==> src/hw/rtl/rldc_pkg.sv <==
// ----------------------------------------------------------------------------
// rldc_pkg
// Shared types, codes and the control store of the run-length deque consumer.
// ----------------------------------------------------------------------------
package rldc_pkg;

   // Field widths
   localparam int OPCODE_W = 2;
   localparam int VALUE_W  = 32;
   localparam int UNIT_W   = 20;
   localparam int TOTAL_W  = 28;
   localparam int STATUS_W = 2;
   localparam int STEP_W   = 4;

   typedef logic [OPCODE_W-1:0] opcode_type;
   typedef logic [STATUS_W-1:0] status_type;
   typedef logic [STEP_W-1:0]   step_type;
   typedef logic [2:0]          act_type;
   typedef logic [2:0]          cond_type;
   typedef logic [1:0]          res_sel_type;

   // Opcodes
   localparam opcode_type OP_ADD     = 2'd0;
   localparam opcode_type OP_DELETE  = 2'd1;
   localparam opcode_type OP_REVERSE = 2'd2;

   // Status codes
   localparam status_type STAT_OK    = 2'd0;
   localparam status_type STAT_FULL  = 2'd1;
   localparam status_type STAT_EMPTY = 2'd2;

   // Datapath actions
   localparam act_type ACT_NONE    = 3'd0;
   localparam act_type ACT_ADD     = 3'd1;
   localparam act_type ACT_CAPTURE = 3'd2;
   localparam act_type ACT_WALK    = 3'd3;
   localparam act_type ACT_TOGGLE  = 3'd4;

   // Result sources
   localparam res_sel_type RES_TOTAL_OK   = 2'd0;
   localparam res_sel_type RES_TOTAL_FULL = 2'd1;
   localparam res_sel_type RES_HEAD       = 2'd2;
   localparam res_sel_type RES_EMPTY      = 2'd3;

   // Jump conditions
   localparam cond_type COND_NEXT      = 3'd0;
   localparam cond_type COND_ALWAYS    = 3'd1;
   localparam cond_type COND_DISPATCH  = 3'd2;
   localparam cond_type COND_FULL      = 3'd3;
   localparam cond_type COND_EMPTY     = 3'd4;
   localparam cond_type COND_REM_ZERO  = 3'd5;
   localparam cond_type COND_WALK_DONE = 3'd6;

   // Program addresses
   localparam step_type STEP_FETCH      = 4'd0;
   localparam step_type STEP_ADD        = 4'd1;
   localparam step_type STEP_ADD_DO     = 4'd2;
   localparam step_type STEP_EMIT_TOTAL = 4'd3;
   localparam step_type STEP_EMIT_FULL  = 4'd4;
   localparam step_type STEP_DEL        = 4'd5;
   localparam step_type STEP_CAPTURE    = 4'd6;
   localparam step_type STEP_WALK       = 4'd7;
   localparam step_type STEP_WAIT       = 4'd8;
   localparam step_type STEP_EMIT_HEAD  = 4'd9;
   localparam step_type STEP_EMIT_EMPTY = 4'd10;
   localparam step_type STEP_REVERSE    = 4'd11;

   // One control word of the program
   typedef struct packed {
      act_type     act;
      logic        emit;
      res_sel_type res_sel;
      cond_type    cond;
      step_type    target;
   } uword_type;

   // Control from sequencer to datapath
   typedef struct packed {
      logic        load;
      act_type     act;
      logic        emit;
      res_sel_type res_sel;
   } dp_ctl_type;

   // Flags from datapath to sequencer
   typedef struct packed {
      logic full;
      logic empty;
      logic rem_zero;
      logic walk_done;
      logic out_busy;
   } dp_stat_type;

   function automatic uword_type uword(input act_type a, input logic e, input res_sel_type r,
                                       input cond_type c, input step_type t);
      uword_type w;
      w.act     = a;
      w.emit    = e;
      w.res_sel = r;
      w.cond    = c;
      w.target  = t;
      return w;
   endfunction

   // Control store
   function automatic uword_type ucode_rom(input step_type addr);
      uword_type w;
      case (addr)
         STEP_FETCH:      w = uword(ACT_NONE, 1'b0, RES_TOTAL_OK, COND_DISPATCH, STEP_FETCH);
         STEP_ADD:        w = uword(ACT_NONE, 1'b0, RES_TOTAL_OK, COND_FULL, STEP_EMIT_FULL);
         STEP_ADD_DO:     w = uword(ACT_ADD, 1'b0, RES_TOTAL_OK, COND_NEXT, STEP_FETCH);
         STEP_EMIT_TOTAL: w = uword(ACT_NONE, 1'b1, RES_TOTAL_OK, COND_ALWAYS, STEP_FETCH);
         STEP_EMIT_FULL:  w = uword(ACT_NONE, 1'b1, RES_TOTAL_FULL, COND_ALWAYS, STEP_FETCH);
         STEP_DEL:        w = uword(ACT_NONE, 1'b0, RES_TOTAL_OK, COND_EMPTY, STEP_EMIT_EMPTY);
         STEP_CAPTURE:    w = uword(ACT_CAPTURE, 1'b0, RES_TOTAL_OK, COND_REM_ZERO,
                                    STEP_EMIT_HEAD);
         STEP_WALK:       w = uword(ACT_WALK, 1'b0, RES_TOTAL_OK, COND_WALK_DONE,
                                    STEP_EMIT_HEAD);
         STEP_WAIT:       w = uword(ACT_NONE, 1'b0, RES_TOTAL_OK, COND_ALWAYS, STEP_WALK);
         STEP_EMIT_HEAD:  w = uword(ACT_NONE, 1'b1, RES_HEAD, COND_ALWAYS, STEP_FETCH);
         STEP_EMIT_EMPTY: w = uword(ACT_NONE, 1'b1, RES_EMPTY, COND_ALWAYS, STEP_FETCH);
         STEP_REVERSE:    w = uword(ACT_TOGGLE, 1'b0, RES_TOTAL_OK, COND_ALWAYS, STEP_FETCH);
         default:         w = uword(ACT_NONE, 1'b0, RES_TOTAL_OK, COND_ALWAYS, STEP_FETCH);
      endcase
      return w;
   endfunction

   // Entry point of each opcode's routine
   function automatic step_type dispatch_target(input opcode_type op);
      step_type t;
      case (op)
         OP_ADD:     t = STEP_ADD;
         OP_DELETE:  t = STEP_DEL;
         OP_REVERSE: t = STEP_REVERSE;
         default:    t = STEP_FETCH;
      endcase
      return t;
   endfunction

endpackage

==> src/hw/rtl/rldc_seq.sv <==
// ----------------------------------------------------------------------------
// rldc_seq
// Step counter and control store: fetches a control word per cycle and picks
// the next step from the jump condition.
// ----------------------------------------------------------------------------
module rldc_seq import rldc_pkg::*; (
   input  logic        clock,
   input  logic        reset,
   input  logic        req_valid,
   input  opcode_type  req_opcode,
   output logic        req_ready,
   input  dp_stat_type stat,
   output dp_ctl_type  ctl
);

   logic      at_fetch;
   step_type  step_ff;
   step_type  step_in;
   step_type  step_inc;
   uword_type uw;
   logic      accept;
   logic      stall;

   // Current control word
   assign uw       = ucode_rom(step_ff);
   assign step_inc = step_ff + 1'b1;
   assign at_fetch = (step_ff == STEP_FETCH);
   assign req_ready = at_fetch;
   assign accept   = at_fetch & req_valid;

   // Hold an emit step while the output word is still waiting
   assign stall = uw.emit & stat.out_busy;

   // Next step
   always_comb begin
      case (uw.cond)
         COND_NEXT:      step_in = step_inc;
         COND_ALWAYS:    step_in = uw.target;
         COND_DISPATCH:  step_in = accept ? dispatch_target(req_opcode) : step_ff;
         COND_FULL:      step_in = stat.full ? uw.target : step_inc;
         COND_EMPTY:     step_in = stat.empty ? uw.target : step_inc;
         COND_REM_ZERO:  step_in = stat.rem_zero ? uw.target : step_inc;
         COND_WALK_DONE: step_in = stat.walk_done ? uw.target : step_inc;
         default:        step_in = STEP_FETCH;
      endcase
      if (stall) begin
         step_in = step_ff;
      end
   end

   always_ff @(posedge clock) begin
      if (reset) begin
         step_ff <= STEP_FETCH;
      end else begin
         step_ff <= step_in;
      end
   end

   // Datapath control
   always_comb begin
      ctl.load    = accept;
      ctl.act     = uw.act;
      ctl.emit    = uw.emit & ~stall;
      ctl.res_sel = uw.res_sel;
   end

   // Checks
   a_stall_only_emit: assert property (@(posedge clock) disable iff (reset)
      stall |=> step_ff == $past(step_ff))
      else $error("sequencer left a stalled emit step");
   a_fetch_on_accept: assert property (@(posedge clock) disable iff (reset)
      (accept && req_opcode == OP_ADD) |=> step_ff == STEP_ADD)
      else $error("add not dispatched");
   a_walk_from_valid: assert property (@(posedge clock) disable iff (reset)
      step_ff == STEP_WALK |-> ($past(step_ff) == STEP_CAPTURE || $past(step_ff) == STEP_WAIT))
      else $error("walk entered without a settled head read");

endmodule

==> config.mk <==
export PLATFORM = sky130hd
export DESIGN_NAME = rldc_seq
export DESIGN_NICKNAME = d
export VERILOG_FILES = /design/src/hw/rtl/rldc_pkg.sv /design/src/hw/rtl/rldc_seq.sv
export SDC_FILE = /design/constraint.sdc
export NUM_CORES = 1
export LEC_CHECK = 0
export BUFFER_PORTS_ARGS = -buffer_cell sky130_fd_sc_hd__buf_2
export CAP_MARGIN = 20
export CORE_UTILIZATION = 60
export CTS_CLUSTER_SIZE = 24
export DETAILED_ROUTE_END_ITERATION = 6
export PLACE_DENSITY = 0.84
export REMOVE_ABC_BUFFERS = 1
export SETUP_SLACK_MARGIN = 0.2
export SLEW_MARGIN = 20
export SYNTH_ARGS = -nofsm -noshare
export SYNTH_HDL_FRONTEND = slang
export SYNTH_SLANG_ARGS = --single-unit
==> constraint.sdc <==
create_clock -name clock -period 6.8 [get_ports clock]
set_input_delay 1.36 -clock clock [delete_from_list [all_inputs] [get_ports clock]]
set_output_delay 1.36 -clock clock [all_outputs]
set_load 0.02 [all_outputs]
==> results.md, run 1 <==
* N_diodes at 0
* Ranking of synthesized cells by area: dfxtp_1 (28%), ha_1 (7.5%), inv_1 (4.8%)
* H-tree Lvls at 1
* Inst Count DP at 171
* Drt drc at 0
* Resized Gates After CTS at 0
* Fin cells at 175
* Cell variety after synth at 44
* Chip Width at roughly 46 um
* Largest net degree at the start of global routing at 20
* Antenna violations before repair at 0
* Clock Latency Late Sink at ~280 ps
* Core Box Area at 1760 um2
* Final Cycle Share at 48.4%
* Die Height at ~46 um
* Hold buffers post-CTS at 0
* Total global-route track usage at between 20% and 30%
* Clock-pin slew on the worst setup and hold paths at ~90 ps
* TritonRoute pass-1 iters at 4
* Leak pwr at 0.535 nW
* Postcts setup bufs at 0
* Synth Area per Inst at about 8 um2
* TritonCTS Buffers at 3
* Peak supply drop at 252 uV
* Critical path required time at 6960 ps
* Cell area power density at ~420 nW/um2
* Run status: finished, final reports clean
* Commonest cells after routing, fill and taps aside: buf_2 (17), dfxtp_1 (16), inv_1 (15)
* Critical path launch point type: input pin
* Slew headroom at 62.2%
* Share of cells above drive strength 1 at roughly 21%
* RSZ-0062 raised after global routing: no
* Post-synthesis sequential area ratio at between 20% and 30%
* Area grow syn2layout at 6.57%
* Synth top area share at 27.6%
* Final slew viol count at 0
* Final period demand of the worst path at 3290 ps
* Setup Skew at 0.843 ps
* Final core utilization at a little over two thirds
* Hold Path Class: reg -> reg
* Nets at 168
* Setup CP Type: in -> reg
* CTS tree: yes
* Crit Path Max Fanout at 7
* Clk buf depth at 2
* Largest area contributor in the netlist: dfxtp_1
* Vias at roughly 1,000
* Post-synth ARST share at 0%
* Peak Freq at ~0.30 GHz
* Slew @ Worst Pin at 566 ps
* CP arrival at 3450 ps
* Vias per inst at 5.99
* # IOs at 18
* Avg WL per Cell at 14.4 um
* Std cell rows at 15
* Clk root buf: clkbuf_4
* Detailed Route WL at 2510 um
* Commonest non-fill, non-tap cell in the layout: buf_2
* Initial DRC count at 60
* Power, Total at 0.517 mW
* Number of synthesis warnings at 0
* Syn Inst Count at 141
* FF+latch count, synth at 16
* GP Congestion at 0.900
* Detail Placement HPWL at 1950 um
* Port Buffer Count at 17
* Vias in the first global route at between 900 and 1,000
* Grt ovf at 0
* Ys flop type: dfxtp_1
* Final TNS setup at 0 ps
* Max Cap Viol at 0
* Final setup viols at 0
* Die area at 2120 um2
* Initial Utilization at 65.9%
* Antenna Nets Post-Route at 0
* Clock sink count at 16
* Mapped cell area at roughly 1200 um2
* Final hold viol count at 0
* Global-route wire length before repair at 3910 um
* Post-synth EDFFs at 0
* CP endpoint kind: flip-flop
metal layers:
| layer | vias to the layer above | wire, um | track usage (%) |
|---|---|---|---|
| li1 | 515 | - | - |
| met4 | 0 | 63 | 11.2 |
| met2 | 47 | 1290 | 47.9 |
| met3 | 9 | 150 | 1.19 |
| met5 | - | 0 | 0 |
| met1 | 478 | 1010 | 31.1 |
worst paths after layout:
kind / slack [ps] / start / to / depth (start not counted)
setup reg to reg: 3750 / uw[5] / uw[9] / 10
hold / removal: 770 / step_ff[1] / uw[5] / 3
hold reg to reg: 770 / step_ff[1] / uw[5] / 3
setup / recovery: 3510 / stat[4] / uw[9] / 11
layout make-up:
type	instances	area [um2]
inverters	15	56.3
clock buffers	4	36.3
multi-input cells	98	709
flip-flops and latches	16	320
repair buffers	17	85.1
well taps	25	31.3
fillers	159	526
critical path: stages:
cell	delay (ps)
buf_2	110
inv_1	50
a211oi_1	60
a31o_2	260
a221oi_2	260
a2bb2oi_1	310
or2_0	410
ha_1	310
inv_1	70
a2bb2oi_1	170
o22ai_1	90
synth_stat cells (2+ instances only):
master,number
mux2i_1,4
nand3b_1,3
o211ai_1,2
nor2_1,10
and2_1,2
buf_2,4
nand3_1,4
o21ai_0,5
nand2_1,8
buf_4,7
xnor2_1,3
inv_1,15
a2bb2oi_1,4
o22ai_1,3
ha_1,7
a211o_1,2
a211oi_1,2
a21oi_1,8
o32ai_1,2
nand4bb_1,2
dfxtp_1,16
o21ai_1,2
nor3_1,4
nor2b_1,2
cell families after synthesis:
group,Yosys count,synth area share [%]
xor+xnor,3,2.26
simple gates,44,21.9
flops,16,27.6
buf+inv,27,11.4
compound gates,40,25.9
mux,4,3.44
fa+ha+maj,7,7.53
metrics by stage:
stage | hold slack (ps) | cell area, um2 | setup slack, ps
floorplan | 624 | 1090 | 3610
global placement | 713 | 1200 | 3370
detailed placement | 740 | 1200 | 3270
CTS | 754 | 1240 | 3550
global route | 819 | 1240 | 3260
finish | 769 | 1240 | 3510
sequential cells by signal (all words and copies together) (netlist names):
register	count
uw	12
step_ff	4
where the power goes:
part	switching (mW)	internal [mW]	leakage, nW
Combinational	0.171	0.128	0.384
Clock	0.0277	0.0326	0.0210
Sequential	0.0396	0.119	0.131
Total	0.238	0.279	0.535
Note: power is estimated with default switching activity, not from simulation.
==> run 2, diff against run 1 <==
CORE_UTILIZATION = 50   (was 60)
PLACE_DENSITY = 0.74   (was 0.84)
clock period = 2.75 ns   (was 6.8 ns; I/O delays follow)
==> run 2 against run 1 <==
Net effect: non-clock buffer count is 8 higher; critical path type is now reg -> reg; register-to-register slack worse by 3400 ps; worst setup slack worse by 3200 ps; largest power group unchanged; global-route usage is 3.2 points lower; sequential share of layout area is 1.6 points lower.
==> results.md, run 2 (synthesis gave the netlist of run 1 again) <==
* Die Height at 50.2 um (+9.1%)
* Total global-route track usage at 22.9% (-3.2 points)
* H-tree Lvls at 1 (unchanged)
* Area of the multi-input gates at 729 um2 (+2.8%)
* TritonRoute pass-1 iters at 4 (unchanged)
* CP arrival at 2600 ps (-850 ps)
* Worst hold start: reset
* Worst Setup SP: uw[5]
* FF-to-FF Start: uw[5]
* Clk buf depth at 2 (unchanged)
* CTS tree: yes
* Vias at 1,087 (+3.6%)
* Vias per inst at 5.84 (-2.5%)
* RSZ-0062 raised after global routing: no
* Final Cell Area at 1320 um2 (+6.8%)
* Largest net degree at the start of global routing at 19 (-5.0%)
* Final setup viols at 0 (unchanged)
* Area grow syn2layout at 13.8%
* Max Cap Viol at 0 (unchanged)
* TritonCTS Buffers at 3 (unchanged)
* Critical path required time at 2920 ps (-4040 ps)
* Leak pwr at 0.580 nW (+8.4%)
* Clock Latency Late Sink at 290 ps (about the same)
* Final core utilization at 60.4% (-9.8 points)
* Vias in the first global route at 993 (+7.8%)
* Initial DRC count at 20 (-67%)
* Worst-path cell chain: or3b_4 -> or3b_4 -> o221ai_2 -> a221oi_2 -> a2bb2oi_2 -> or2_4 -> ha_1 -> inv_1 -> a2bb2oi_2 -> o22ai_1
* Chip Width at 50.2 um (+9.1%)
* Clock-pin slew on the worst setup and hold paths at 90 ps (about the same)
* Peak supply drop at 645 uV (+160%)
* Critical path launch point type: flip-flop
* Detailed Route WL at 2740 um (+9.1%)
* Setup Skew at 4.21 ps (+3.37 ps)
* Place WS at 86.4 ps (-3180 ps)
* Hold Worst Slack at 584 ps (-185 ps)
* DP Area at 1260 um2 (+4.7%)
* Crit Path Max Fanout at 5 (-2)
* N_diodes at 0 (unchanged)
* Final hold viol count at 0 (unchanged)
* Peak Freq at 0.410 GHz
* Setup CP Type: reg -> reg
* Cell area power density at 1070 nW/um2 (+160%)
* Die area at 2520 um2 (+19%)
* # IOs at 18 (unchanged)
* Commonest non-fill, non-tap cell in the layout: buf_2
* Hold buffers post-CTS at 0 (unchanged)
* Final Cycle Share at 88.6%
* FF/Latch Area at 320 um2 (unchanged)
* Hold Path Class: in -> reg
* GP Congestion at 0.904 (+0.43%)
* Drt drc at 0 (unchanged)
* Share of cells above drive strength 1 at 27.8% (+7.2 points)
* Clk root buf: clkbuf_4
* Slew headroom at 60.0% (-2.2 points)
* CP max stage cell: or3b_4
* Max reg flops at 12 (unchanged)
* Run status: finished, final reports clean
* CP endpoint kind: flip-flop
* Nets at 176 (+4.8%)
* Slew @ Worst Pin at 595 ps (+29.4 ps)
* Core Box Area at 2190 um2 (+24%)
* Initial Utilization at 53.1% (-13 points)
* Worst stage delay on the critical path at 410 ps (about the same)
* Power, Total at 1.42 mW (+170%)
* Detail Placement HPWL at 2120 um (+8.7%)
* Delay-heaviest family, CP: simple AND/OR/NAND/NOR gates
* Port Buffer Count at 17 (unchanged)
* Antenna Nets Post-Route at 0 (unchanged)
* Final slew viol count at 0 (unchanged)
* Final TNS setup at 0 ps (unchanged)
* Setup ws final at 314 ps (-3200 ps)
* Fin cells at 186 (+6.3%)
* Global-route wire length before repair at 4380 um (+12%)
* Worst path bufs/invs at 1 (-2)
* Std cell rows at 17 (+2)
* Commonest cells after routing, fill and taps aside: buf_2 (17), dfxtp_1 (16), inv_1 (15)
* Avg WL per Cell at 14.7 um (+2.6%)
* Final period demand of the worst path at 2440 ps
* Clock sink count at 16 (unchanged)
* Inst Count DP at 181 (+5.8%)
* Number of fill cells at 197 (+24%)
* Grt ovf at 0 (unchanged)
* Antenna violations before repair at 0 (unchanged)
-- run 2: layout make-up --
type	instances	area share (%)
Clock buffer	4	2.74
Inverter	15	4.26
Multi-Input combinational cell	98	55.2
Sequential cell	16	24.2
Tap cell	28	2.65
Timing Repair Buffer	25	11.0
-- run 2: final timing paths --
check / slack (ps) / depth (start not counted) / to
min: 580 / 2 / step_ff[2]
min reg2reg: 750 / 4 / step_ff[2]
max: 310 / 10 / uw[9]
max reg2reg: 310 / 10 / uw[9]
-- run 2: layer usage --
metal | up-vias | global-route usage [%] | part of all wire [%]
li1 | 535 | - | -
met1 | 504 | 26.8 | 44
met2 | 38 | 40.9 | 48
met3 | 10 | 3.94 | 4.6
met4 | 0 | 9.05 | 2.9
met5 | - | 0 | 0
-- run 2: power breakdown --
part,internal [mW],switching (mW)
clock,0.0807,0.0713
sequential,0.294,0.0450
combinational,0.411,0.514
-- run 2: what timing repair did --
item                                    in CTS  in global routing
hold endpoints to repair                     0                  0
resized for setup                            3                  4
endpoints found under the setup margin       2                  6
buffers inserted                             1                  0
pin swaps                                    1                  1
